[src/sv/fec_pkg.sv]
// Shared types and constants for the frame ethertype classifier.
package fec_pkg;

    localparam logic [3:0] CLS_NONE    = 4'd0;
    localparam logic [3:0] CLS_DHCP    = 4'd1;
    localparam logic [3:0] CLS_ND      = 4'd2;
    localparam logic [3:0] CLS_DHCPV6  = 4'd3;
    localparam logic [3:0] CLS_EAPOL   = 4'd4;
    localparam logic [3:0] CLS_TDLS    = 4'd5;
    localparam logic [3:0] CLS_PPPOE   = 4'd6;
    localparam logic [3:0] CLS_WAPI    = 4'd7;
    localparam logic [3:0] CLS_VLAN    = 4'd8;
    localparam logic [3:0] CLS_ARP_REQ = 4'd9;
    localparam logic [3:0] CLS_ARP_RSP = 4'd10;

    localparam logic [15:0] ET_IPV4      = 16'h0800;
    localparam logic [15:0] ET_IPV6      = 16'h86DD;
    localparam logic [15:0] ET_ARP       = 16'h0806;
    localparam logic [15:0] ET_EAPOL     = 16'h888E;
    localparam logic [15:0] ET_TDLS      = 16'h890D;
    localparam logic [15:0] ET_PPPOE_D   = 16'h8863;
    localparam logic [15:0] ET_PPPOE_S   = 16'h8864;
    localparam logic [15:0] ET_WAPI      = 16'h88B4;
    localparam logic [15:0] ET_VLAN      = 16'h8100;
    localparam logic [15:0] ET_QINQ      = 16'h88A8;
    localparam logic [15:0] ET_QINQ_OLD  = 16'h9100;

    localparam logic [5:0] ETH_TYPE_OFF  = 6'd12;
    localparam logic [5:0] SNAP_TYPE_OFF = 6'd6;
    localparam logic [5:0] OFF_MAX       = 6'd63;

    localparam logic [5:0] V4_FRAG_HI = 6'd6;
    localparam logic [5:0] V4_FRAG_LO = 6'd7;
    localparam logic [5:0] V4_PROTO   = 6'd9;
    localparam logic [5:0] V4_PORT_HI = 6'd22;
    localparam logic [5:0] V4_PORT_LO = 6'd23;
    localparam logic [5:0] V6_NEXT    = 6'd6;
    localparam logic [5:0] V6_ICMP    = 6'd40;
    localparam logic [5:0] V6_PORT_HI = 6'd42;
    localparam logic [5:0] V6_PORT_LO = 6'd43;
    localparam logic [5:0] ARP_OP_HI  = 6'd6;
    localparam logic [5:0] ARP_OP_LO  = 6'd7;

    localparam logic [7:0]  PROTO_UDP    = 8'd17;
    localparam logic [7:0]  PROTO_ICMPV6 = 8'd58;
    localparam logic [7:0]  ND_TYPE_LOW  = 8'd133;
    localparam logic [7:0]  ND_TYPE_HIGH = 8'd137;
    localparam logic [15:0] FRAG_MASK    = 16'h1FFF;
    localparam logic [15:0] PORT_BOOTPS  = 16'd67;
    localparam logic [15:0] PORT_BOOTPC  = 16'd68;
    localparam logic [15:0] PORT_DHCP6C  = 16'd546;
    localparam logic [15:0] PORT_DHCP6S  = 16'd547;
    localparam logic [15:0] ARP_OP_REQ   = 16'd1;
    localparam logic [15:0] ARP_OP_RSP   = 16'd2;

    localparam int FL_TYPE  = 0;
    localparam int FL_PROTO = 1;
    localparam int FL_AUX   = 2;
    localparam int FL_PORT  = 3;

    typedef struct packed {
        logic [3:0]  frame_class;
        logic [15:0] ether_type;
    } t_result;

endpackage

[src/sv/fec_front.sv]
// Front end: tracks the byte offset, captures header fields and classifies each frame.
module fec_front (
    input  logic              i_clk,
    input  logic              i_rst_n,
    input  logic              i_take,
    input  logic [7:0]        i_data_byte,
    input  logic              i_first_byte,
    input  logic              i_last_byte,
    input  logic              i_header_is_snap,
    output fec_pkg::t_result  o_result
);

    logic [5:0]  r_offset, n_offset;
    logic        r_snap, n_snap;
    logic [15:0] r_type, n_type;
    logic [7:0]  r_proto, n_proto;
    logic [15:0] r_frag, n_frag;
    logic [15:0] r_port, n_port;
    logic [7:0]  r_icmp, n_icmp;
    logic [3:0]  r_flags, n_flags;

    logic [5:0]  eff_off;
    logic [5:0]  type_off;
    logic [5:0]  body_off;
    logic [5:0]  rel;
    logic [3:0]  cls;

    always_comb begin
        eff_off  = i_first_byte ? 6'd0 : r_offset;
        n_snap   = i_first_byte ? i_header_is_snap : r_snap;
        n_type   = i_first_byte ? 16'd0 : r_type;
        n_proto  = i_first_byte ? 8'd0 : r_proto;
        n_frag   = i_first_byte ? 16'd0 : r_frag;
        n_port   = i_first_byte ? 16'd0 : r_port;
        n_icmp   = i_first_byte ? 8'd0 : r_icmp;
        n_flags  = i_first_byte ? 4'd0 : r_flags;
        type_off = n_snap ? fec_pkg::SNAP_TYPE_OFF : fec_pkg::ETH_TYPE_OFF;
        body_off = type_off + 6'd2;
        rel      = eff_off - body_off;

        if (eff_off == type_off) begin
            n_type = {i_data_byte, 8'h00};
        end else if (eff_off == type_off + 6'd1) begin
            n_type = {n_type[15:8], i_data_byte};
            n_flags[fec_pkg::FL_TYPE] = 1'b1;
        end else if (eff_off >= body_off && n_flags[fec_pkg::FL_TYPE]) begin
            if (n_type == fec_pkg::ET_IPV4) begin
                case (rel)
                    fec_pkg::V4_FRAG_HI: n_frag = {i_data_byte, 8'h00};
                    fec_pkg::V4_FRAG_LO: begin
                        n_frag = {n_frag[15:8], i_data_byte};
                        n_flags[fec_pkg::FL_AUX] = 1'b1;
                    end
                    fec_pkg::V4_PROTO: begin
                        n_proto = i_data_byte;
                        n_flags[fec_pkg::FL_PROTO] = 1'b1;
                    end
                    fec_pkg::V4_PORT_HI: n_port = {i_data_byte, 8'h00};
                    fec_pkg::V4_PORT_LO: begin
                        n_port = {n_port[15:8], i_data_byte};
                        n_flags[fec_pkg::FL_PORT] = 1'b1;
                    end
                    default: ;
                endcase
            end else if (n_type == fec_pkg::ET_IPV6) begin
                case (rel)
                    fec_pkg::V6_NEXT: begin
                        n_proto = i_data_byte;
                        n_flags[fec_pkg::FL_PROTO] = 1'b1;
                    end
                    fec_pkg::V6_ICMP: begin
                        n_icmp = i_data_byte;
                        n_flags[fec_pkg::FL_AUX] = 1'b1;
                    end
                    fec_pkg::V6_PORT_HI: n_port = {i_data_byte, 8'h00};
                    fec_pkg::V6_PORT_LO: begin
                        n_port = {n_port[15:8], i_data_byte};
                        n_flags[fec_pkg::FL_PORT] = 1'b1;
                    end
                    default: ;
                endcase
            end else if (n_type == fec_pkg::ET_ARP) begin
                case (rel)
                    fec_pkg::ARP_OP_HI: n_port = {i_data_byte, 8'h00};
                    fec_pkg::ARP_OP_LO: begin
                        n_port = {n_port[15:8], i_data_byte};
                        n_flags[fec_pkg::FL_PORT] = 1'b1;
                    end
                    default: ;
                endcase
            end
        end

        n_offset = (eff_off < fec_pkg::OFF_MAX) ? eff_off + 6'd1 : eff_off;
    end

    always_comb begin
        cls = fec_pkg::CLS_NONE;
        if (n_flags[fec_pkg::FL_TYPE]) begin
            case (n_type)
                fec_pkg::ET_IPV4: begin
                    if (n_flags[fec_pkg::FL_PROTO] && n_flags[fec_pkg::FL_AUX] &&
                        n_flags[fec_pkg::FL_PORT] && n_proto == fec_pkg::PROTO_UDP &&
                        (n_frag & fec_pkg::FRAG_MASK) == 16'd0 &&
                        (n_port == fec_pkg::PORT_BOOTPS || n_port == fec_pkg::PORT_BOOTPC)) begin
                        cls = fec_pkg::CLS_DHCP;
                    end
                end
                fec_pkg::ET_IPV6: begin
                    if (n_flags[fec_pkg::FL_PROTO] && n_flags[fec_pkg::FL_AUX] &&
                        n_proto == fec_pkg::PROTO_ICMPV6 &&
                        n_icmp inside {[fec_pkg::ND_TYPE_LOW:fec_pkg::ND_TYPE_HIGH]}) begin
                        cls = fec_pkg::CLS_ND;
                    end else if (n_flags[fec_pkg::FL_PROTO] && n_flags[fec_pkg::FL_PORT] &&
                        n_proto == fec_pkg::PROTO_UDP &&
                        (n_port == fec_pkg::PORT_DHCP6C || n_port == fec_pkg::PORT_DHCP6S)) begin
                        cls = fec_pkg::CLS_DHCPV6;
                    end
                end
                fec_pkg::ET_EAPOL: cls = fec_pkg::CLS_EAPOL;
                fec_pkg::ET_TDLS:  cls = fec_pkg::CLS_TDLS;
                fec_pkg::ET_PPPOE_D, fec_pkg::ET_PPPOE_S: cls = fec_pkg::CLS_PPPOE;
                fec_pkg::ET_WAPI:  cls = fec_pkg::CLS_WAPI;
                fec_pkg::ET_VLAN, fec_pkg::ET_QINQ, fec_pkg::ET_QINQ_OLD: begin
                    cls = fec_pkg::CLS_VLAN;
                end
                fec_pkg::ET_ARP: begin
                    if (n_flags[fec_pkg::FL_PORT] && n_port == fec_pkg::ARP_OP_REQ) begin
                        cls = fec_pkg::CLS_ARP_REQ;
                    end else if (n_flags[fec_pkg::FL_PORT] && n_port == fec_pkg::ARP_OP_RSP) begin
                        cls = fec_pkg::CLS_ARP_RSP;
                    end
                end
                default: cls = fec_pkg::CLS_NONE;
            endcase
        end
        o_result.frame_class = cls;
        o_result.ether_type  = n_flags[fec_pkg::FL_TYPE] ? n_type : 16'd0;
    end

    always_ff @(posedge i_clk) begin
        if (!i_rst_n) begin
            r_offset <= 6'd0;
            r_snap   <= 1'b0;
            r_type   <= 16'd0;
            r_proto  <= 8'd0;
            r_frag   <= 16'd0;
            r_port   <= 16'd0;
            r_icmp   <= 8'd0;
            r_flags  <= 4'd0;
        end else if (i_take) begin
            r_snap <= n_snap;
            if (i_last_byte) begin
                r_offset <= 6'd0;
                r_type   <= 16'd0;
                r_proto  <= 8'd0;
                r_frag   <= 16'd0;
                r_port   <= 16'd0;
                r_icmp   <= 8'd0;
                r_flags  <= 4'd0;
            end else begin
                r_offset <= n_offset;
                r_type   <= n_type;
                r_proto  <= n_proto;
                r_frag   <= n_frag;
                r_port   <= n_port;
                r_icmp   <= n_icmp;
                r_flags  <= n_flags;
            end
        end
    end

    // A frame that ends always leaves the next byte at offset zero with no captures.
    a_clear_after_last: assert property (@(posedge i_clk) disable iff (!i_rst_n)
        (i_take && i_last_byte) |=> (r_offset == 6'd0 && r_flags == 4'd0))
        else $error("frame state not cleared after last byte");

endmodule

[src/sv/fec_queue.sv]
// Two-entry queue of classified results between the front end and the output stage.
module fec_queue (
    input  logic              i_clk,
    input  logic              i_rst_n,
    input  logic              i_push,
    input  fec_pkg::t_result  i_result,
    input  logic              i_pop,
    output fec_pkg::t_result  o_result,
    output logic              o_empty,
    output logic              o_full
);

    fec_pkg::t_result r_mem [2];
    logic             r_wr_ptr;
    logic             r_rd_ptr;
    logic [1:0]       r_count;

    assign o_result = r_mem[r_rd_ptr];
    assign o_empty  = (r_count == 2'd0);
    assign o_full   = (r_count == 2'd2);

    always_ff @(posedge i_clk) begin
        if (i_push) begin
            r_mem[r_wr_ptr] <= i_result;
        end
    end

    always_ff @(posedge i_clk) begin
        if (!i_rst_n) begin
            r_wr_ptr <= 1'b0;
            r_rd_ptr <= 1'b0;
            r_count  <= 2'd0;
        end else begin
            if (i_push) begin
                r_wr_ptr <= ~r_wr_ptr;
            end
            if (i_pop) begin
                r_rd_ptr <= ~r_rd_ptr;
            end
            r_count <= r_count + {1'b0, i_push} - {1'b0, i_pop};
        end
    end

    a_no_overflow: assert property (@(posedge i_clk) disable iff (!i_rst_n)
        !(i_push && o_full))
        else $error("request pushed into a full queue");

    a_no_underflow: assert property (@(posedge i_clk) disable iff (!i_rst_n)
        !(i_pop && o_empty))
        else $error("request popped from an empty queue");

    a_count_pointers: assert property (@(posedge i_clk) disable iff (!i_rst_n)
        (r_count != 2'd3) && ((r_count == 2'd1) == (r_wr_ptr != r_rd_ptr)))
        else $error("queue count disagrees with its pointers");

endmodule

[src/sv/fec_back.sv]
// Output stage: pops classified results and holds each until the consumer takes it.
module fec_back (
    input  logic              i_clk,
    input  logic              i_rst_n,
    input  fec_pkg::t_result  i_result,
    input  logic              i_empty,
    output logic              o_pop,
    output logic              o_valid,
    input  logic              i_ready,
    output logic [3:0]        o_frame_class,
    output logic [15:0]       o_ether_type
);

    logic             r_valid;
    fec_pkg::t_result r_result;

    assign o_pop         = !i_empty && (!r_valid || i_ready);
    assign o_valid       = r_valid;
    assign o_frame_class = r_result.frame_class;
    assign o_ether_type  = r_result.ether_type;

    always_ff @(posedge i_clk) begin
        if (o_pop) begin
            r_result <= i_result;
        end
    end

    always_ff @(posedge i_clk) begin
        if (!i_rst_n) begin
            r_valid <= 1'b0;
        end else if (o_pop) begin
            r_valid <= 1'b1;
        end else if (i_ready) begin
            r_valid <= 1'b0;
        end
    end

endmodule

[src/sv/frame_ethertype_classifier.sv]
// Top level of the frame ethertype classifier: front end, result queue and output stage.
//
//   channel  direction  handshake             payload
//   in       input      i_valid / o_ready     i_data_byte, i_first_byte, i_last_byte,
//                                             i_header_is_snap
//   out      output     o_valid / i_ready     o_frame_class, o_ether_type
//
// A byte is taken each cycle o_ready is high; results are queued, then registered.
// The input stalls only when the two-entry result queue is full.
// Reset is synchronous and clears the frame state, the queue and the output register.
// A stalled output never blocks bytes that do not end a frame until the queue fills.
module frame_ethertype_classifier (
    input  logic        i_clk,
    input  logic        i_rst_n,
    input  logic        i_valid,
    output logic        o_ready,
    input  logic [7:0]  i_data_byte,
    input  logic        i_first_byte,
    input  logic        i_last_byte,
    input  logic        i_header_is_snap,
    output logic        o_valid,
    input  logic        i_ready,
    output logic [3:0]  o_frame_class,
    output logic [15:0] o_ether_type
);

    fec_pkg::t_result front_result;
    fec_pkg::t_result head_result;
    logic             take;
    logic             q_empty;
    logic             q_full;
    logic             q_pop;

    assign o_ready = !q_full;
    assign take    = i_valid && o_ready;

    fec_front u_front (
        .i_clk            (i_clk),
        .i_rst_n          (i_rst_n),
        .i_take           (take),
        .i_data_byte      (i_data_byte),
        .i_first_byte     (i_first_byte),
        .i_last_byte      (i_last_byte),
        .i_header_is_snap (i_header_is_snap),
        .o_result         (front_result)
    );

    fec_queue u_queue (
        .i_clk    (i_clk),
        .i_rst_n  (i_rst_n),
        .i_push   (take && i_last_byte),
        .i_result (front_result),
        .i_pop    (q_pop),
        .o_result (head_result),
        .o_empty  (q_empty),
        .o_full   (q_full)
    );

    fec_back u_back (
        .i_clk         (i_clk),
        .i_rst_n       (i_rst_n),
        .i_result      (head_result),
        .i_empty       (q_empty),
        .o_pop         (q_pop),
        .o_valid       (o_valid),
        .i_ready       (i_ready),
        .o_frame_class (o_frame_class),
        .o_ether_type  (o_ether_type)
    );

endmodule
[config.mk]
export PLATFORM = sky130hd
export DESIGN_NAME = frame_ethertype_classifier
export DESIGN_NICKNAME = d
export VERILOG_FILES = /design/src/sv/fec_pkg.sv /design/src/sv/fec_front.sv /design/src/sv/fec_queue.sv /design/src/sv/fec_back.sv /design/src/sv/frame_ethertype_classifier.sv
export SDC_FILE = /design/constraint.sdc
export NUM_CORES = 1
export LEC_CHECK = 0
export BUFFER_PORTS_ARGS = -buffer_cell sky130_fd_sc_hd__buf_2
export CAP_MARGIN = 20
export CORE_ASPECT_RATIO = 0.7
export CORE_MARGIN = 5
export CORE_UTILIZATION = 56
export CTS_CLUSTER_DIAMETER = 150
export DETAILED_ROUTE_END_ITERATION = 10
export PLACE_DENSITY = 0.83
export SETUP_SLACK_MARGIN = 0.1
export SLEW_MARGIN = 20
export SYNTH_ARGS = -nofsm -noshare
export SYNTH_HDL_FRONTEND = slang
export SYNTH_SLANG_ARGS = --single-unit
export TNS_END_PERCENT = 10
[constraint.sdc]
create_clock -name i_clk -period 5.5 [get_ports i_clk]
set_input_delay 1.1 -clock i_clk [delete_from_list [all_inputs] [get_ports i_clk]]
set_output_delay 1.1 -clock i_clk [all_outputs]
set_load 0.03 [all_outputs]
After elaboration in Yosys (flattened, before gate mapping):

Memories as Yosys holds them, arrays and structs flattened. A register that Yosys moved wholly into a read port is not among the register bits.
Index checks and enable logic that the tools add are counted.

* register bits after elaboration: 80
* memories: 1
* bits of input ports: 15
* output and inout port bits: 22
* logic and storage cells: 159
* memory bits (writable): 40

Memories
* u_queue.r_mem: depth 2, width 20, read ports 1, clocked after memory_dff 1, write ports 1, RTL line fec_queue.sv:13 `fec_pkg::t_result r_mem [2];`

* magnitude comparators: 4
* $add $sub $neg: 6
* equal/unequal tests: 33
* bitwise logic cells: 2
* reduce and logical (&&, ||, !) cells: 28
* muxes and demuxes: 73

Operator list (number)
* $mux W16: 18
* $eq A16 B16 Y1 const B: 10
* $mux W8: 18
* $pmux W16 S2: 4
* $eq A16 B12 Y1 const B: 4
* $eq A16 B10 Y1 const B: 2
* $eq A16 B7 Y1 const B: 2
* $mux W4: 8
* $pmux W4 S8: 1
* $eq A6 B6 Y1 const B: 3
* $mux W6: 3
* $logic_and A1 B1 Y1: 17
* $eq A16 B1 Y1 const B: 1
* $eq A16 B2 Y1 const B: 1
* $logic_not A16 Y1: 1
* $mux W1: 16
* $add A6 B1 Y6 const B: 2
* $eq A6 B3 Y1 const B: 2
* $eq A6 B5 Y1 const B: 2
* $eq A6 B6 Y1: 2
* $mux W3: 3
* $eq A8 B5 Y1 const B: 1
* $eq A8 B6 Y1 const B: 1
* $ge A8 B8 Y1 const B: 1
* other kinds (17): 23

Logic depth before layout (Yosys ltp):

* depth in word-level cells: 20
* depth in mapped cells: 19
* mapped depth without buffers: 14

Cells and area by module:

Synthesis repeated with hierarchy kept, for this count alone.

* cell total of the unflattened synthesis: 778
* area, all modules: 7344.5 µm²

By module, submodules not included
* fec_front: seq. area each 1441.4 µm², cells an instance 668, times used 1, area an instance 5014.8 µm²
* fec_queue: seq. area each 1301.2 µm², cells an instance 83, times used 1, area an instance 1666.6 µm²
* fec_back: seq. area each 620.6 µm², cells an instance 24, times used 1, area an instance 644.4 µm²
* frame_ethertype_classifier: seq. area each 0.0 µm², cells an instance 3, times used 1, area an instance 18.8 µm²

Worst setup path before layout:

Ideal clock, no wire load.

* path type: in2reg
* start point: input port i_first_byte
* end point: memory u_queue.r_mem[0][19] (netlist name), data pin
* path slack: -0.398 ns
* setup time: 0.157 ns
* stages: 16
* buffers on the path: 4
* required time: 5.343 ns
* arrival time: 5.740 ns
* cells stage by stage: buf_6 > clkbuf_1 > clkbuf_1 > buf_1 > mux2i_1 > ha_1 > fa_1 > or3_1 > nor4_2 > nand2_1 > o22ai_2 > mux2_2 > a211oi_1 > nand2_1 > or3_1 > a21oi_1

RTL lines
* from (decl): RTL line frame_ethertype_classifier.sv:18 `input logic i_first_byte,`
* to (decl): RTL line fec_queue.sv:13

==> key figures <==
Placement
  – Final RePlAce weighted congestion: between 1 and 1.5
  – Dpl cells: between 1,000 and 1,500
  – HPWL Detailed: around 16 mm
  – PortBufs: 36
  – Area after DPL: 8077 um^2

Floorplanning
  – Full die area: approximately 16,000 um^2
  – # IOs: 37
  – Core Area: between 10,000 and 15,000 um^2
  – Die height: between 100 and 150 um
  – Die width: 149.6 um
  – Initial Utilization: 0.5758
  – Rows: 35

Power and ir drop
  – Reg power frac: 0.417
  – Power per cell area: between 300 and 400 nW/um^2
  – Clock share of power: 0.400
  – Sw Pwr: a little over 900 uW
  – Int Power: a little over 2000 uW
  – Pleak: between 0.002 and 0.003 uW
  – Max IR drop VDD: about 0.28 mV
  – Combinational power share: 0.183
  – Switching Share: 0.3101
  – Tot Pwr: between 2000 and 3000 uW

Cells and area
  – Final Core Density: 0.6552
  – Final #Nets: roughly 870
  – Fillers: between 1,000 and 1,500
  – Diode count: 0
  – Most frequent cells in the layout: 77 x dfxtp_1, 65 x nor2b_1, 64 x nor2_1
  – Layout cells sized above 1: 0.1684
  – Most common cell after layout, fill and taps aside: dfxtp_1
  – Finished Layout Cells: approximately 1,000
  – Design Area, Final: ~8700 um^2
  – Area growth from synthesis to layout: 13.79%

Setup path
  – WP data arrival: between 5 and 6 ns
  – CP delay by family, top: simple AND/OR/NAND/NOR gates
  – Setup crit end kind: flip-flop
  – CP max stage cell: nor4_4
  – Worst path bufs/invs: 3
  – Startpoint class of the critical path: input port
  – Crit path kind: in -> reg
  – CP peak stage delay: between 0.4 and 0.5 ns
  – Worst reg-to-reg setup slack: about 1.1 ns
  – WP data required: 5.75 ns
  – CP max FO: 5
  – Worst-path cell chain: buf_2 -> nor2b_1 -> inv_1 -> ha_1 -> fa_1 -> nand2b_1 -> o22a_1 -> nor4_4 -> buf_4 -> nand3_1 -> o211ai_1 -> a2bb2oi_1 -> nor4bb_1 -> nand2_1 -> or3_1 -> a21oi_1

GRT
  – Largest net degree at the start of global routing: between 70 and 80
  – Grt ovf: 0
  – Vias in the first global route: between 6,000 and 7,000
  – Global-route wire length before repair: ~37 mm
  – Initial antenna violation count: 0
  – GRT Overall Usage: 0.2921

Clock tree
  – CTS resizes: 0
  – CTS tree: yes
  – H-tree Lvls: 4
  – Number of CTS-inserted buffers: 17
  – Post-CTS Setup Bufs: 0
  – Clk buf depth: 2
  – CTS clock-pin slew for the worst setup and hold paths: 0.06 ns
  – Clock latency on the worst-skew pair: around 0.42 ns
  – Post-CTS Hold Buffers: 0
  – Root buffer cell: clkbuf_16
  – Clock sink count: 137

Yosys
  – Yosys warning count: 0
  – Synth cell types: 84
  – Register area share after synthesis: 0.4376
  – Post-synthesis cell area: roughly 7600 um^2
  – Mean Syn Cell Area: between 9 and 10 um^2
  – Post-synth EDFFs: 60
  – FFs w/ async S/R, synth: 0
  – Synthesized net count: 836
  – FF+latch count, synth: approximately 140
  – Cells after Synth: 815
  – Post-synth top flop: dfxtp_1

Timing
  – Setup Viol. Count Final: 0
  – Setup_tns: 0 ns
  – Fin. Hold Viols: 0
  – Fmax achieved: 0.2070 GHz
  – Max Slew Vio Count: 0
  – Final worst path period share: 0.8783
  – RSZ-0062 raised after global routing: no
  – Layout Skew: around 0.0076 ns
  – Slew HR: 0.3044
  – Worst Tran Pin Value: 1.042 ns
  – Min Tclk post-route: a little under 5 ns

Run status
  – Status: finished, final reports clean

Drt
  – Post-detailed-route count of antenna-violating nets: 0
  – DR iter-0 viols: around 1,000
  – Via count: roughly 7,000
  – Routed wire length: ~23 mm
  – DR DRC count: 0
  – DRT Pass-1 Iters: 7
  – Wire per inst: 22.43 um
  – Routed vias/inst: 6.713

Job
  – Max capacitance violation total: 0

Hold path
  – Tightest Hold Check Type: reg -> reg
power by group through the flow:
stage | clock (uW) | combinational (uW) | sequential [uW]
detailed placement | 0 | 528 | 1250
floorplan | 0 | 253 | 1350
global route | 1240 | 570 | 1230
finish | 1170 | 538 | 1220
CTS | 1180 | 530 | 1230
global placement | 0 | 520 | 1240
tightest hold or removal path: stages (launching register included):
cell and delay [ns]:
dfxtp_1 0.33, nand2_1 0.06, a21boi_0 0.06
metal layers:
metal,GRT usage,share of wire,vias up
met5,0,0,-
met4,0.08687,0.021,0
met3,0.08291,0.13,57
met2,0.4116,0.41,522
met1,0.4326,0.43,3318
li1,-,-,3125
Yosys cell counts (12+ instances only):
library cell	instances	area [um^2]
dfxtp_1	77	1541
nor2_1	66	247.7
nor2b_1	65	406.6
nand2_1	63	236.5
edfxtp_1	60	1802
a22oi_1	54	405.4
clkbuf_1	42	157.7
a21oi_1	36	180.2
o21ai_0	32	160.2
and2_1	27	168.9
nand3_1	25	125.1
mux2_2	22	247.7
nor3_1	17	85.08
nand4_1	12	75.07
path summary, 6_finish.rpt:
check,from,to,cells past startpoint
min,u_front.r_port[3],u_front.r_port[3],2
max reg2reg,u_front.r_offset[1],u_queue.r_mem[1][19],15
min reg2reg,u_front.r_port[3],u_front.r_port[3],2
max,i_first_byte,u_queue.r_mem[1][19],16
registers in the layout, summed over array words and instances (netlist names):
register              cells
u_queue.r_wr_ptr          1
u_back.o_ether_type      16
u_front.r_type           16
u_front.r_icmp            8
u_back.o_frame_class      4
u_front.r_frag           13
u_front.r_offset          6
u_front.r_snap            1
u_front.r_proto           8
u_back.o_valid            1
u_queue.r_rd_ptr          1
u_queue.r_count           2
u_queue.r_mem            40
u_front.r_port           16
u_front.r_flags           4
stage by stage:
step	hold slack (ns)	setup WS (ns)
6_report	0.5048	0.6696
5_1_grt	0.5423	0.4022
4_1_cts	0.5078	0.7887
3_5_place_dp	0.4943	0.3684
3_3_place_gp	0.4708	0.5345
2_1_floorplan	0.4495	0.1264
kinds of logic (layout without fill, tap and decap cells):
family | Yosys count | after routing | share of synthesized area
DFF | 137 | 137 | 0.4376
adders and majority gates | 6 | 6 | 0.01081
and+or+nand+nor | 363 | 363 | 0.2728
buffers and inverters | 61 | 107 | 0.03292
AOI/OAI and AO/OA | 206 | 206 | 0.1887
xor gates and xnor gates | 9 | 9 | 0.01032
muxes | 33 | 33 | 0.04684
cell type report:
class	count	area (um^2)	area share
tap	185	231.5	0.02663
sequential	137	3343	0.3846
inverter	9	33.78	0.003886
multi-input combinational	617	4068	0.4679
clock inverter	15	183.9	0.02116
clock buffer	17	425.4	0.04893
timing repair buffer	66	407.9	0.04692
(Power assumes the default switching activity.)
